## config.mk

```make
export PLATFORM = sky130hd
export DESIGN_NAME = afsk_interval_vote_deframer_top
export DESIGN_NICKNAME = d
export VERILOG_FILES = /design/src/sv/ivd_pkg.sv /design/src/sv/afsk_interval_vote_deframer_top.sv /design/src/sv/ivd_classify.sv /design/src/sv/ivd_vote.sv /design/src/sv/ivd_frame.sv
export SDC_FILE = /design/constraint.sdc
export NUM_CORES = 1
export LEC_CHECK = 0
export ABC_AREA = 1
export BUFFER_PORTS_ARGS = -buffer_cell sky130_fd_sc_hd__buf_4
export CAP_MARGIN = 15
export CORE_UTILIZATION = 35
export DETAILED_ROUTE_END_ITERATION = 6
export GPL_TIMING_DRIVEN = 0
export REMOVE_ABC_BUFFERS = 1
export SLEW_MARGIN = 20
export SYNTH_ARGS = -nofsm -noshare
export SYNTH_HDL_FRONTEND = slang
export SYNTH_SLANG_ARGS = --single-unit
```

## constraint.sdc

```tcl
create_clock -name clk -period 5.65 [get_ports clk]
set_input_delay 0 -clock clk [delete_from_list [all_inputs] [get_ports clk]]
set_output_delay 0 -clock clk [all_outputs]
set_load 0.02 [all_outputs]
```

## src/sv/ivd_pkg.sv

```systemverilog
// shared types and constants for the afsk interval vote deframer
// no dependencies; imported by every module of the block
package ivd_pkg;

    localparam int TICK_W     = 16;
    localparam int BYTE_W     = 8;
    localparam int CFG_IDX_W  = 2;
    localparam int BIT_CNT_W  = 4;

    localparam int VOTES_PER_BIT_DEF = 3;

    localparam logic [TICK_W-1:0] MIN_TICKS_RST   = 16'd300;
    localparam logic [TICK_W-1:0] MAX_TICKS_RST   = 16'd1100;
    localparam logic [TICK_W-1:0] SPLIT_TICKS_RST = 16'd644;

    // configuration register indexes
    localparam logic [CFG_IDX_W-1:0] CFG_MIN_IDX   = 2'd0;
    localparam logic [CFG_IDX_W-1:0] CFG_MAX_IDX   = 2'd1;
    localparam logic [CFG_IDX_W-1:0] CFG_SPLIT_IDX = 2'd2;

    localparam logic [BIT_CNT_W-1:0] DATA_BITS = 4'd8;

    typedef enum logic [1:0] {
        TONE_BAD   = 2'd0,
        TONE_LONG  = 2'd1,  // long interval, low tone
        TONE_SHORT = 2'd2   // short interval, high tone
    } tone_t;

    // one judged group of votes
    typedef struct packed {
        logic valid;    // group complete this transfer
        logic agree;    // all members valid and equal
        logic bit_val;  // high tone means 1
    } bit_evt_t;

endpackage

```

## src/sv/afsk_interval_vote_deframer_top.sv

```systemverilog
// a result passes through the input reg and then the result reg after its interval transfer
// throughput: one interval per cycle while the output is not stalled, set by the single compare-vote-shift pass
// the input side stalls only while a held result waits on a stalled output
// reset (rst_n, async, active low): config back to 300/1100/644, vote group and frame idle
// depends on ivd_pkg, ivd_classify, ivd_vote, ivd_frame
module afsk_interval_vote_deframer_top #(
    parameter int VOTES_PER_BIT = ivd_pkg::VOTES_PER_BIT_DEF
) (
    input  logic                          clk,
    input  logic                          rst_n,
    // configuration write port
    input  logic                          cfg_we,
    input  logic [ivd_pkg::CFG_IDX_W-1:0] cfg_index,
    input  logic [ivd_pkg::TICK_W-1:0]    cfg_data,
    // interval input channel
    input  logic                          in_valid,
    output logic                          in_stall,
    input  logic [ivd_pkg::TICK_W-1:0]    interval_ticks,
    // byte output channel
    output logic                          out_valid,
    input  logic                          out_stall,
    output logic [ivd_pkg::BYTE_W-1:0]    data_byte
);
    import ivd_pkg::*;

    // config registers
    logic [TICK_W-1:0] min_ticks_reg;
    logic [TICK_W-1:0] max_ticks_reg;
    logic [TICK_W-1:0] split_ticks_reg;

    // input register
    logic              s1_valid_reg;
    logic [TICK_W-1:0] s1_ticks_reg;

    // result register
    logic              out_valid_reg;
    logic [BYTE_W-1:0] data_byte_reg;

    logic              advance;
    tone_t             tone;
    bit_evt_t          evt;
    logic              emit;
    logic [BYTE_W-1:0] emit_byte;

    // the held item moves on when the result register is free or being drained
    assign advance  = s1_valid_reg & (~out_valid_reg | ~out_stall);
    assign in_stall = s1_valid_reg & ~advance;

    assign out_valid = out_valid_reg;
    assign data_byte = data_byte_reg;

    // config writes; indexes beyond the list are dropped
    always_ff @(posedge clk or negedge rst_n)
    begin
        if (!rst_n)
        begin
            min_ticks_reg   <= MIN_TICKS_RST;
            max_ticks_reg   <= MAX_TICKS_RST;
            split_ticks_reg <= SPLIT_TICKS_RST;
        end
        else if (cfg_we)
        begin
            case (cfg_index)
                CFG_MIN_IDX:   min_ticks_reg   <= cfg_data;
                CFG_MAX_IDX:   max_ticks_reg   <= cfg_data;
                CFG_SPLIT_IDX: split_ticks_reg <= cfg_data;
                default:       ;
            endcase
        end
    end

    // input register: loads on every input transfer
    always_ff @(posedge clk or negedge rst_n)
    begin
        if (!rst_n)
        begin
            s1_valid_reg <= 1'b0;
        end
        else if (!in_stall)
        begin
            s1_valid_reg <= in_valid;
        end
    end

    always_ff @(posedge clk)
    begin
        if (in_valid && !in_stall)
        begin
            s1_ticks_reg <= interval_ticks;
        end
    end

    // classify the held interval against the window and split
    ivd_classify u_classify (
        .ticks       (s1_ticks_reg),
        .min_ticks   (min_ticks_reg),
        .max_ticks   (max_ticks_reg),
        .split_ticks (split_ticks_reg),
        .tone        (tone)
    );

    // group vote, one member per advancing item
    ivd_vote #(
        .VOTES_PER_BIT (VOTES_PER_BIT)
    ) u_vote (
        .clk   (clk),
        .rst_n (rst_n),
        .step  (advance),
        .tone  (tone),
        .evt   (evt)
    );

    // framing and parity; evt.valid is already qualified by advance
    ivd_frame u_frame (
        .clk       (clk),
        .rst_n     (rst_n),
        .evt       (evt),
        .emit      (emit),
        .emit_byte (emit_byte)
    );

    // result register: loads a checked byte, clears once its transfer completes
    always_ff @(posedge clk or negedge rst_n)
    begin
        if (!rst_n)
        begin
            out_valid_reg <= 1'b0;
        end
        else if (advance && emit)
        begin
            out_valid_reg <= 1'b1;
        end
        else if (!out_stall)
        begin
            out_valid_reg <= 1'b0;
        end
    end

    always_ff @(posedge clk)
    begin
        if (advance && emit)
        begin
            data_byte_reg <= emit_byte;
        end
    end

endmodule

```

## src/sv/ivd_classify.sv

```systemverilog
// interval classifier: window check and low/high split
// depends on ivd_pkg
module ivd_classify (
    input  logic [ivd_pkg::TICK_W-1:0] ticks,
    input  logic [ivd_pkg::TICK_W-1:0] min_ticks,
    input  logic [ivd_pkg::TICK_W-1:0] max_ticks,
    input  logic [ivd_pkg::TICK_W-1:0] split_ticks,
    output ivd_pkg::tone_t             tone
);
    import ivd_pkg::*;

    always_comb
    begin
        if ((ticks < min_ticks) || (ticks > max_ticks))
        begin
            tone = TONE_BAD;
        end
        else if (ticks > split_ticks)
        begin
            tone = TONE_LONG;
        end
        else
        begin
            tone = TONE_SHORT;
        end
    end

endmodule

```

## src/sv/ivd_vote.sv

```systemverilog
// group voting: running agreement over non-overlapping groups of tones
// depends on ivd_pkg
module ivd_vote #(
    parameter int VOTES_PER_BIT = ivd_pkg::VOTES_PER_BIT_DEF
) (
    input  logic              clk,
    input  logic              rst_n,
    input  logic              step,
    input  ivd_pkg::tone_t    tone,
    output ivd_pkg::bit_evt_t evt
);
    import ivd_pkg::*;

    localparam int VPOS_W = (VOTES_PER_BIT > 1) ? $clog2(VOTES_PER_BIT) : 1;
    localparam logic [VPOS_W-1:0] LAST_POS = VPOS_W'(VOTES_PER_BIT - 1);

    logic [VPOS_W-1:0] pos_reg, pos_next;
    logic              all_low_reg, all_low_next;
    logic              all_high_reg, all_high_next;
    logic              first, last;

    always_comb
    begin
        first         = (pos_reg == '0);
        last          = (pos_reg == LAST_POS);
        // a bad member clears both flags, so the group cannot agree
        all_low_next  = (first | all_low_reg) & (tone == TONE_LONG);
        all_high_next = (first | all_high_reg) & (tone == TONE_SHORT);
        pos_next      = last ? '0 : pos_reg + VPOS_W'(1);

        evt.valid   = step & last;
        evt.agree   = all_low_next | all_high_next;
        evt.bit_val = all_high_next;
    end

    always_ff @(posedge clk or negedge rst_n)
    begin
        if (!rst_n)
        begin
            pos_reg      <= '0;
            all_low_reg  <= 1'b0;
            all_high_reg <= 1'b0;
        end
        else if (step)
        begin
            pos_reg      <= pos_next;
            all_low_reg  <= all_low_next;
            all_high_reg <= all_high_next;
        end
    end

endmodule

```

## src/sv/ivd_frame.sv

```systemverilog
// deframer: start bit, 8 data bits lsb first, even parity check
// depends on ivd_pkg
module ivd_frame (
    input  logic                       clk,
    input  logic                       rst_n,
    input  ivd_pkg::bit_evt_t          evt,
    output logic                       emit,
    output logic [ivd_pkg::BYTE_W-1:0] emit_byte
);
    import ivd_pkg::*;

    logic                 in_frame_reg, in_frame_next;
    logic [BIT_CNT_W-1:0] bits_reg, bits_next;
    logic [BYTE_W-1:0]    shift_reg, shift_next;

    always_comb
    begin
        in_frame_next = in_frame_reg;
        bits_next     = bits_reg;
        shift_next    = shift_reg;
        emit          = 1'b0;
        emit_byte     = shift_reg;

        if (evt.valid)
        begin
            if (!evt.agree)
            begin
                in_frame_next = 1'b0;
                bits_next     = '0;
                shift_next    = '0;
            end
            else if (!in_frame_reg)
            begin
                // only a 0 bit opens a frame
                if (!evt.bit_val)
                begin
                    in_frame_next = 1'b1;
                    bits_next     = '0;
                    shift_next    = '0;
                end
            end
            else if (bits_reg < DATA_BITS)
            begin
                shift_next = shift_reg | (BYTE_W'(evt.bit_val) << bits_reg[2:0]);
                bits_next  = bits_reg + BIT_CNT_W'(1);
            end
            else
            begin
                // parity bit: frame always ends here
                emit          = ((^shift_reg) == evt.bit_val);
                in_frame_next = 1'b0;
                bits_next     = '0;
                shift_next    = '0;
            end
        end
    end

    always_ff @(posedge clk or negedge rst_n)
    begin
        if (!rst_n)
        begin
            in_frame_reg <= 1'b0;
            bits_reg     <= '0;
            shift_reg    <= '0;
        end
        else
        begin
            in_frame_reg <= in_frame_next;
            bits_reg     <= bits_next;
            shift_reg    <= shift_next;
        end
    end

endmodule

```

**Yosys cells after proc, flatten, opt, wreduce, memory -nomap -nowiden**

Cells that the tools add are included.
Widths: inputs -> output; s select.

- Flip-flop bits (word level): 91

- Reduce and logical (&&, ||, !) cells: 11
- Order comparisons: 4
- Add/subtract/negate cells: 2
- Multiplexer cells: 21
- Bitwise operators: 13
- Equal/unequal tests: 8
- Shift operators: 1

Operators by type and width:

| cell | count |
|---|---|
| $gt 16x16->1 | 2 |
| $mux 8 | 4 |
| $lt 16x16->1 | 1 |
| $mux 4 | 4 |
| $mux 1 | 10 |
| $or 8x8->8 | 1 |
| $reduce_and 2->1 | 4 |
| $reduce_xor 8->1 | 1 |
| $shl 1x3->8 | 1 |
| $eq 2x2->1 const B | 3 |
| $mux 2 | 3 |
| $and 1x1->1 | 5 |
| $add 4x1->4 const B | 1 |
| $eq 2x1->1 const B | 2 |
| $logic_not 2->1 | 2 |
| $lt 4x4->1 const B | 1 |
| $or 1x1->1 | 4 |
| $ne 3x3->1 const B | 1 |
| $not 1->1 | 3 |
| $add 2x1->2 const B | 1 |
| $logic_and 1x1->1 | 2 |
| $ne 2x1->1 const B | 1 |
| $eq 1x1->1 | 1 |
| $logic_not 1->1 | 1 |
| $logic_or 1x1->1 | 1 |

**Depth between registers and ports, before layout**

Gate-level depths: netlist of the first run.

- Word-level depth: 12
- Mapped depth: 19
- Mapped depth without buffers: 19

**Hierarchy**

Synthesis of the first run repeated with hierarchy kept, for this count alone.

- Cell total of the unflattened synthesis: 594
- Area, all modules: 5134.9 um2

Modules (own cells, without submodules):

| module | area each (um2) | times used | sequential area each (um2) | cells an instance |
|---|---|---|---|---|
| afsk_interval_vote_deframer_top | 2884.0 | 1 | 1985.7 | 253 |
| ivd_classify | 1270.0 | 1 | 0.0 | 205 |
| ivd_frame | 764.5 | 1 | 325.3 | 105 |
| ivd_vote | 216.5 | 1 | 100.1 | 31 |

**Worst setup path after synthesis of the first run**

OpenSTA, ideal clock, no wires.

- Kind: register -> register
- Start: register split_ticks_reg[7]
- End: register data_byte_reg[0] (netlist: data_byte[0]), enable pin
- Arrival: 2.094 ns
- Setup time: 0.370 ns
- Cell stages (with the launch flop): 13
- Setup slack: 3.186 ns
- Required time: 5.280 ns
- Cells stage by stage: dfstp_2 -> inv_1 -> ha_1 -> a21o_1 -> nor2_1 -> nand2_1 -> nand2_1 -> nand2_2 -> nand2_1 -> o21ai_2 -> a21oi_2 -> nand3b_1 -> nor2_1

- Word-level cells in the longest chain between the ends: 11

Ends and longest elaborated chain:

| element | line | RTL |
|---|---|---|
| from (decl) | afsk_interval_vote_deframer_top.sv:29 | `logic [TICK_W-1:0] split_ticks_reg;` |
| from (signal assigned) | afsk_interval_vote_deframer_top.sv:66 | `CFG_SPLIT_IDX: split_ticks_reg <= cfg_data;` |
| $gt 16x16->1 * | ivd_classify.sv:18 | `else if (ticks > split_ticks)` |
| $mux 2 * | ivd_classify.sv:18 |  |
| $mux 2 * | ivd_classify.sv:14 | `if ((ticks < min_ticks) \|\| (ticks > max_ticks))` |
| $eq 2x2->1 | ivd_vote.sv:28 | `all_high_next = (first \| all_high_reg) & (tone == TONE_SHORT);` |
| $and 1x1->1 | ivd_vote.sv:28 |  |
| $eq 1x1->1 | ivd_frame.sv:50 | `emit = ((^shift_reg) == evt.bit_val);` |
| $mux 1 | ivd_frame.sv:42 | `else if (bits_reg < DATA_BITS)` |
| $mux 1 | ivd_frame.sv:32 | `else if (!in_frame_reg)` |
| $mux 1 * | ivd_frame.sv:26 | `if (!evt.agree)` |
| $mux 1 * | ivd_frame.sv:24 | `if (evt.valid)` |
| $logic_and 1x1->1 * | afsk_interval_vote_deframer_top.sv:141 | `if (advance && emit)` |
| to (signal assigned) | afsk_interval_vote_deframer_top.sv:143 | `data_byte_reg <= emit_byte;` |
| to (decl) | afsk_interval_vote_deframer_top.sv:37 | `logic [BYTE_W-1:0] data_byte_reg;` |

Mark *: on every way between the ends. The rest lies on a longest branch, timed or not.
A chain may end at the register's enable or synchronous reset.

**Worst setup path after layout of the first run**

- Start: register split_ticks_reg[9]
- End: register data_byte_reg[0] (netlist: data_byte[0]), enable pin

The elaborated chain is that of the path after synthesis.

==> out/results.ini, run 1 <==
[outcome]
status = finished clean

[setup_path]
r2r_cells = 10
r2r-end = data_byte[0]
crit_fanout = 8
end_kind = flop
cp_slowest_cell = nor2_1
crit_chain = inv_1, ha_1, nand4_1, nor2_1, nand3_1, nand2_1, o21ai_2, a21oi_2, nand3b_1, nor2_1
worstPathArrival_ns = 2.77
worstPathRequired_ns = 5.63
cpPeakStageDelay_ns = 0.54
r2r_slack_ns = 2.86
startpoint = split_ticks_reg[9]
path_class = flop to flop
cp-start-kind = flop
crit_top_cell = nor2_1
cp-endpoint = data_byte[0]
r2r_start = split_ticks_reg[9]

[layout]
antenna_cells = 0
multiInputGateArea_um2 = 1990
fin_area_um2 = 5980
fill_cells = 1277
final_core_util = 0.451
drive_gt1_frac = 0.168
seq_area_um2 = 2410
nNetsFinal = 694
syn_to_final_growth_pct = 25.6

[power]
power_switching_mw = 0.534
swShare = 0.290
ir_drop_mv = 0.144
p_int_mw = 1.31
seqPwrFrac = 0.446
power_frac_comb = 0.222
clkPwrFrac = 0.332
power_density_nw_per_um2 = 308
p_leak_nw = 2.90

[global_route]
grt_usage = 0.146
overflow = 0
first_global_vias = 3591
antenna_found_initial = 0
grt_pass1_wl_um = 16200
grt_max_degree = 68

[sta]
hold_ws_ns = 0.300
clock_skew_ns = 0.0113
hold_viol = 0
max_freq_ghz = 0.358
min_period_over_period = 0.494
post-route-min-period_ns = 2.79
rsz0062_at_grt = false
tightest_slew_ns = 0.854
drv_slew = 0
tns_ns = 0
final-setup-viol-count = 0
slew_headroom = 0.431

[drt]
postRouteAntennaNets = 0
drt_pass1_iterations = 4
vias = 3526
drt_iter0_drc = 156
drc = 0
vias_per_cell = 4.47
routedWlPerCell_um = 12.0
wl_um = 9420

[run]
max-cap-violations = 0

[place]
io_buffers = 48
place_area_um2 = 5320
hpwlAfterDp_um = 6640
place_congestion = 0.852

[yosys]
synth_top_area_share = 0.295
yosys.area.top_type = dfrtp_1
avgSynthCellArea_um2 = 9.12
synth-edff-count = 24
synth_seq_cells = 91
async_flop_share = 0.736
netlist_instances = 522
yosys_warnings = 0
seq_area_frac_synth = 0.507
synthTopCellsByCount = nand2_1 (114), inv_1 (85), dfrtp_1 (56)
synth_ff_type = dfrtp_1
synth_cell_type_count = 32
syn_area_um2 = 4760
synth.most_common_cell = nand2_1
synthTopCellsByArea = dfrtp_1 (29%), edfxtp_1 (15%), ha_1 (13%), nand2_1 (9.0%), inv_1 (6.7%)

[floorplanning]
fp.dieW_um = 119
ios = 49
coreArea_um2 = 13200
die_h_um = 119
rows = 42
start_util = 0.359
die-area_um2 = 14100

[clock_network]
cts.sinks = 91
cts_buffer_depth = 2
cts_resized = 0
cts_htree_levels = 3
cts_buffers = 9
cts_tree = built
path_clk_slew_ns = 0.06
clkLatencyLatePin_ns = 0.35
cts-root-buf = clkbuf_16

[worst_hold_path]
hp-class = input port to async pin

==> kinds of logic after synthesis <==
family	after synthesis	synth area share
AO/OA/AOI/OAI	84	0.0920
XOR/XNOR	8	0.0147
flip-flops	91	0.507
buffers and inverters	98	0.0784
adder cells (fa/ha/maj)	48	0.126
AND/OR/NAND/NOR	193	0.182
==> how the worst min path moves through the flow <==
stage	slack, ns	start	to
2_1_floorplan	-0.30	rst_n	max_ticks_reg[0]
3_3_place_gp	0.15	rst_n	u_frame.emit_byte[7]
3_5_place_dp	0.16	rst_n	u_frame.emit_byte[7]
4_1_cts	0.34	rst_n	u_frame.emit_byte[7]
5_1_grt	0.36	interval_ticks[15]	s1_ticks_reg[15]
6_report	0.30	rst_n	out_valid
==> cells in the final DEF, fill, tap and decap left out, types with 3 or more instances in the layout <==
cell type	Yosys	layout
dfstp_2	11	11
nand3_1	17	14
clkbuf_16	0	9
edfxtp_1	24	24
buf_4	0	48
inv_1	85	85
nand2_1	114	114
dlygate4sd3_1	0	35
nor2_2	9	9
o21ai_0	54	54
clkinv_4	1	3
nand3_2	3	6
inv_2	3	3
dfrtp_1	56	56
ha_1	48	48
nor2_1	34	34
a21oi_1	21	21
o21ai_1	3	3
nand4_1	3	3
nor3_2	3	3
xnor2_1	6	6
==> through the flow <==
step / power, mW / setup WS, ns / std cells
5_1_grt: 1.97 / 2.59 / 788
6_report: 1.84 / 2.86 / 788
2_1_floorplan: 1.11 / 3.19 / 513
3_3_place_gp: 1.21 / 2.84 / 737
4_1_cts: 1.87 / 2.81 / 788
3_5_place_dp: 1.22 / 2.82 / 737
==> layout make-up <==
cell class,instances,area share
well taps,176,0.0368
flip-flops and latches,91,0.403
clock buffers,13,0.0435
clock inverters,3,0.00795
repair buffers,83,0.119
inverters,89,0.0567
multi-input cells,333,0.333
==> per-layer routing <==
| layer | up-vias | wire length (um) | track usage |
|---|---|---|---|
| li1 | 1848 | - | - |
| met1 | 1621 | 4250 | 0.179 |
| met2 | 47 | 4690 | 0.250 |
| met3 | 10 | 344 | 0.0347 |
| met4 | 0 | 138 | 0.0498 |
| met5 | - | 0 | 0 |
==> power groups by stage <==
stage / clock network [mW] / registers (mW) / logic (mW)
2_1_floorplan: 0 / 0.817 / 0.291
3_3_place_gp: 0 / 0.829 / 0.380
3_5_place_dp: 0 / 0.832 / 0.393
4_1_cts: 0.634 / 0.821 / 0.416
5_1_grt: 0.661 / 0.831 / 0.480
6_report: 0.612 / 0.821 / 0.410
==> worst max-delay path: cells and delay by family (launching register included) <==
kind | cells | cell delay, ns
flops | 1 | 0.53
buf+inv | 1 | 0.04
simple gates | 6 | 1.26
compound gates | 2 | 0.31
fa+ha+maj | 1 | 0.29
==> timing repair <==
action,4_1_cts,5_1_grt
buffers inserted,0,0
endpoints found under the hold margin,122,0
hold buffers,35,0
Power figures use the tool's default switching activity.
==> run 2: changes to the inputs <==
==> constraint.sdc (replaced) <==
create_clock -name clk -period 2.5 [get_ports clk]
set_input_delay 0 -clock clk [delete_from_list [all_inputs] [get_ports clk]]
set_output_delay 0 -clock clk [all_outputs]
set_load 0.02 [all_outputs]
==> out/results.ini, run 2 (synthesis results as in run 1) <==
[floorplanning]
die-area_um2 = 14100  ; unchanged
die_h_um = 119  ; unchanged
fp.dieW_um = 119  ; unchanged
coreArea_um2 = 13200  ; unchanged
rows = 42  ; unchanged
start_util = 0.359  ; unchanged
ios = 49  ; unchanged

[setup_path]
worstPathArrival_ns = 2.42  ; was 2.77 ns
crit_fanout = 8  ; unchanged
r2r_start = split_ticks_reg[2]  ; was split_ticks_reg[9]
end_kind = flop  ; unchanged
cp-start-kind = flop  ; unchanged
startpoint = split_ticks_reg[2]  ; was split_ticks_reg[9]
r2r_slack_ns = 0.11  ; was 2.86 ns
worstPathRequired_ns = 2.53  ; was 5.63 ns
path_class = flop to flop  ; unchanged

[global_route]
grt_pass1_wl_um = 16300  ; was 16200 um
grtUsageMet2 = 0.251  ; was 0.250
grt_util_met1 = 0.179  ; unchanged
antenna_found_initial = 0  ; unchanged
overflow = 0  ; unchanged
grt_max_degree = 68  ; unchanged
first_global_vias = 3603  ; was 3591
grt_util_met3 = 0.0347  ; unchanged
grt_usage = 0.146  ; about the same
top_usage_layer = met2  ; unchanged

[drt]
postRouteAntennaNets = 0  ; unchanged
routedWlPerCell_um = 12.1  ; was 12.0 um
drc = 0  ; unchanged
vias = 3566  ; was 3526
drt_iter0_drc = 167  ; was 156
vias_per_cell = 4.49  ; was 4.47
wl_um = 9640  ; was 9420 um
drt_pass1_iterations = 4  ; unchanged

[sta]
tightest_slew_ns = 0.852  ; was 0.854 ns
slew_headroom = 0.432  ; was 0.431
hold_viol = 0  ; unchanged
rsz0062_at_grt = true  ; was false
min_period_over_period = 0.957  ; was 0.494
drv_slew = 0  ; unchanged
max_freq_ghz = 0.418  ; was 0.358 GHz
tns_ns = 0  ; unchanged
clock_skew_ns = 0.0112  ; was 0.0113 ns
post-route-min-period_ns = 2.39  ; was 2.79 ns
fin_ws_ns = 0.108  ; was 2.86 ns
final-setup-viol-count = 0  ; unchanged
hold_ws_ns = 0.300  ; about the same

[layout]
nNetsFinal = 700  ; was 694
fill_cells = 1260  ; was 1277
layout_common_cells = nand2_1 (110), inv_1 (83), dfrtp_1 (56)  ; was nand2_1 (114), inv_1 (85), dfrtp_1 (56)
syn_to_final_growth_pct = 28.2  ; was 25.6%
stdcell_count = 794  ; was 788
fin_area_um2 = 6100  ; was 5980 um2
antenna_cells = 0  ; unchanged
final_common_cell = nand2_1  ; unchanged
drive_gt1_frac = 0.197  ; was 0.168

[outcome]
status = finished clean  ; unchanged

[power]
power_density_nw_per_um2 = 696  ; was 308 nW/um2
ir_drop_mv = 0.325  ; was 0.144 mV
power_frac_comb = 0.237  ; was 0.222
seqPwrFrac = 0.437  ; was 0.446
p_int_mw = 3.00  ; was 1.31 mW
swShare = 0.293  ; was 0.290
power_switching_mw = 1.25  ; was 0.534 mW
clkPwrFrac = 0.326  ; was 0.332
p_leak_nw = 2.94  ; was 2.90 nW

[worst_hold_path]
hp-class = input port to async pin  ; unchanged

[place]
place_congestion = 0.852  ; unchanged
io_buffers = 48  ; unchanged
dp_cells = 737  ; unchanged
hpwlAfterDp_um = 6640  ; unchanged
place_ws_ns = -0.330  ; was 2.82 ns
place_area_um2 = 5320  ; unchanged

[clock_network]
path_clk_slew_ns = 0.06  ; about the same
cts_tree = built  ; unchanged
cts.sinks = 91  ; unchanged
cts_htree_levels = 3  ; unchanged
cts-root-buf = clkbuf_16  ; unchanged
clkLatencyLatePin_ns = 0.35  ; about the same
cts_buffers = 9  ; unchanged
cts_buffer_depth = 2  ; unchanged

[run]
max-cap-violations = 0  ; unchanged

## run 2: cell types whose count changed in the layout (fill, tap and decap cells not counted), sizes merged
cell  before  now
buf       48   54
## run 2: per-layer routing
layer,vias to the layer above,part of all wire
met1,1657,0.45
met4,0,0.014
met5,-,0
met2,42,0.51
met3,8,0.027
li1,1859,-
## run 2: final timing paths
kind,end,depth (start not counted)
max in group asynchronous,split_ticks_reg[13],2
worst min register to register,min_ticks_reg[11],2
worst max-delay path,data_byte[0],14
worst min-delay path,out_valid,2
min in group clk,min_ticks_reg[2],3
worst max register to register,data_byte[0],14
## run 2: area by class of cell
| class | count | area (um2) | share of cell area |
|---|---|---|---|
| repair buffers | 89 | 756 | 0.124 |
| flip-flops and latches | 91 | 2410 | 0.395 |
| clock inverters | 3 | 47.5 | 0.00779 |
| clock buffers | 13 | 260 | 0.0427 |
| well taps | 176 | 220 | 0.0361 |
| inverters | 89 | 339 | 0.0556 |
| multi-input cells | 333 | 2070 | 0.339 |
## run 2: what timing repair did
action,4_1_cts,5_1_grt
setup endpoints to repair,8,8
gates resized for setup,3,12
hold buffers,35,0
buffers inserted,1,5
pin swaps,2,11
cloned,0,0
hold endpoints to repair,122,0
## run 2: worst max-delay path: stages (launching register included)
cell	delay, ns
dfstp_2	0.54
inv_2	0.05
ha_4	0.26
nand2_2	0.07
inv_2	0.05
nand2_1	0.04
nand2_1	0.07
nand2_1	0.05
nand2_1	0.06
nand2_1	0.06
nand2_2	0.10
o211ai_1	0.13
a21oi_2	0.19
nand3b_1	0.16
nor2_4	0.27
## run 2: through the flow
step / power [mW] / utilization
after CTS: 4.24 / 0.453
final: 4.25 / 0.461
after detailed placement: 2.77 / 0.402
after global placement: 2.73 / 0.401
after floorplan: 2.50 / -
after global routing: 4.54 / 0.461
## run 2: power by group through the flow
stage | logic (mW) | clock network, mW | registers, mW
detailed placement | 0.887 | 0 | 1.88
finish | 1.01 | 1.39 | 1.86
global route | 1.17 | 1.49 | 1.88
floorplan | 0.657 | 0 | 1.85
global placement | 0.859 | 0 | 1.87
CTS | 0.951 | 1.43 | 1.85
==> run 3: changes to the inputs <==
--- a/config.mk
+++ b/config.mk
@@ -12,6 +12,7 @@
 export DETAILED_ROUTE_END_ITERATION = 6
 export GPL_TIMING_DRIVEN = 0
 export REMOVE_ABC_BUFFERS = 1
+export SETUP_SLACK_MARGIN = 0.5
 export SLEW_MARGIN = 20
 export SYNTH_ARGS = -nofsm -noshare
 export SYNTH_HDL_FRONTEND = slang
==> out/results.ini, run 3 (synthesis results as in run 1) <==
[outcome]
status = finished clean  ; unchanged

[clock_network]
clkLatencyLatePin_ns = 0.35  ; about the same
cts_tree = built  ; unchanged
cts.sinks = 91  ; unchanged
path_clk_slew_ns = 0.07  ; was 0.06 ns
cts_buffer_depth = 2  ; unchanged
cts-root-buf = clkbuf_16  ; unchanged
cts_buffers = 9  ; unchanged
cts_htree_levels = 3  ; unchanged

[sta]
hold_ws_ns = 0.294  ; was 0.300 ns
tns_ns = 0  ; unchanged
post-route-min-period_ns = 2.43  ; was 2.39 ns
drv_slew = 0  ; unchanged
hold_viol = 0  ; unchanged
max_freq_ghz = 0.412  ; was 0.418 GHz
slew_headroom = 0.419  ; was 0.432
min_period_over_period = 0.972  ; was 0.957
final-setup-viol-count = 0  ; unchanged
tightest_slew_ns = 0.872  ; was 0.852 ns
clock_skew_ns = 0.0119  ; was 0.0112 ns
rsz0062_at_grt = true  ; unchanged

[setup_path]
crit_fanout = 8  ; unchanged
worstPathRequired_ns = 2.53  ; about the same
crit_chain = ha_4, nand4_1, nor3_2, nand3_1, nand2_2, nand2_4, nor2_4, xnor2_4, nor2_4  ; was inv_2, ha_4, nand2_2, inv_2, nand2_1, nand2_1, nand2_1, nand2_1, nand2_1, nand2_2, o211ai_1, a21oi_2, nand3b_1, nor2_4
end_kind = flop  ; unchanged
crit_family = simple AND/OR/NAND/NOR gates  ; unchanged
cp-start-kind = flop  ; unchanged
cp_num_buf_inv = 0  ; was 2
cpPeakStageDelay_ns = 0.50  ; was 0.54 ns
path_class = flop to flop  ; unchanged
crit_top_cell = nor2_4  ; was nand2_1
worstPathArrival_ns = 2.46  ; was 2.42 ns
cp_slowest_cell = edfxtp_1  ; was dfstp_2

[drt]
drc = 0  ; unchanged
vias = 3690  ; was 3566
routedWlPerCell_um = 12.8  ; was 12.1 um
drt_pass1_iterations = 4  ; unchanged
wl_um = 10300  ; was 9640 um
postRouteAntennaNets = 0  ; unchanged
vias_per_cell = 4.58  ; was 4.49
drt_iter0_drc = 198  ; was 167

[power]
power_density_nw_per_um2 = 695  ; was 696 nW/um2
ir_drop_mv = 0.329  ; was 0.325 mV
p_leak_nw = 3.01  ; was 2.94 nW
power.total_mw = 4.47  ; was 4.25 mW

[place]
dp_cells = 737  ; unchanged
io_buffers = 48  ; unchanged
place_congestion = 0.852  ; unchanged
hpwlAfterDp_um = 6640  ; unchanged

[floorplanning]
die_h_um = 119  ; unchanged
ios = 49  ; unchanged
fp.dieW_um = 119  ; unchanged
start_util = 0.359  ; unchanged
coreArea_um2 = 13200  ; unchanged
die-area_um2 = 14100  ; unchanged
rows = 42  ; unchanged

[global_route]
grt_max_degree = 68  ; unchanged
antenna_found_initial = 0  ; unchanged
grt_pass1_wl_um = 17200  ; was 16300 um
first_global_vias = 3782  ; was 3603
overflow = 0  ; unchanged
grt_usage = 0.155  ; was 0.146

[layout]
antenna_cells = 0  ; unchanged
syn_to_final_growth_pct = 35.1  ; was 28.2%
final_core_util = 0.485  ; was 0.461
final_common_cell = nand2_1  ; unchanged
nNetsFinal = 712  ; was 700
drive_gt1_frac = 0.263  ; was 0.197
stdcell_count = 806  ; was 794
layout_common_cells = nand2_1 (106), inv_1 (80), buf_4 (63)  ; was nand2_1 (110), inv_1 (83), dfrtp_1 (56)

[worst_hold_path]
hp-class = input port to async pin  ; unchanged

[run]
max-cap-violations = 0  ; unchanged

[run 3: metrics by stage]
stage / area (um2) / setup slack (ns)
floorplan: 4720 / 0.0356
global placement: 5310 / -0.310
detailed placement: 5320 / -0.330
CTS: 6290 / 0.135
global route: 6430 / -0.0370
finish: 6430 / 0.0704
[run 3: layout make-up]
class / count / area (um2)
Multi-Input combinational cell: 333 / 2290
Fill cell: 1213 / 6820
Timing Repair Buffer: 101 / 857
Inverter: 89 / 342
Tap cell: 176 / 220
Sequential cell: 91 / 2410
Clock buffer: 13 / 260
Clock inverter: 3 / 47.5
[run 3: report_power, final]
part | internal [mW] | switching [mW] | leakage [nW]
clock | 0.834 | 0.563 | 0.150
combinational | 0.548 | 0.659 | 1.80
sequential | 1.74 | 0.129 | 1.06
total | 3.12 | 1.35 | 3.01
[run 3: metal layers]
layer  global-route usage  share of wire  vias up
li1                     -              -     1883
met1                0.188           0.45     1733
met2                0.266           0.50       61
met3               0.0357          0.030       13
met4               0.0617          0.020        0
met5                    0              0        -
[run 3: timing repair]
| action | 4_1_cts | 5_1_grt |
|---|---|---|
| setup buffers | 12 | 6 |
| resized for setup | 40 | 17 |
| endpoints found under the hold margin | 122 | 0 |
| pin swaps | 36 | 13 |
| hold buffers | 35 | 0 |
| endpoints found under the setup margin | 22 | 24 |
[run 3: worst paths after layout]
check                      slack (ns)                   end  cells after the start          startpoint
max in group asynchronous        1.61     min_ticks_reg[13]                      2               rst_n
min in group clk                 0.37      s1_ticks_reg[11]                      2  interval_ticks[11]
min reg2reg                      0.48      max_ticks_reg[1]                      2    max_ticks_reg[1]
max reg2reg                      0.07          data_byte[0]                      9    s1_ticks_reg[11]
min                              0.29  u_frame.emit_byte[7]                      2               rst_n
max                              0.07          data_byte[0]                      9    s1_ticks_reg[11]
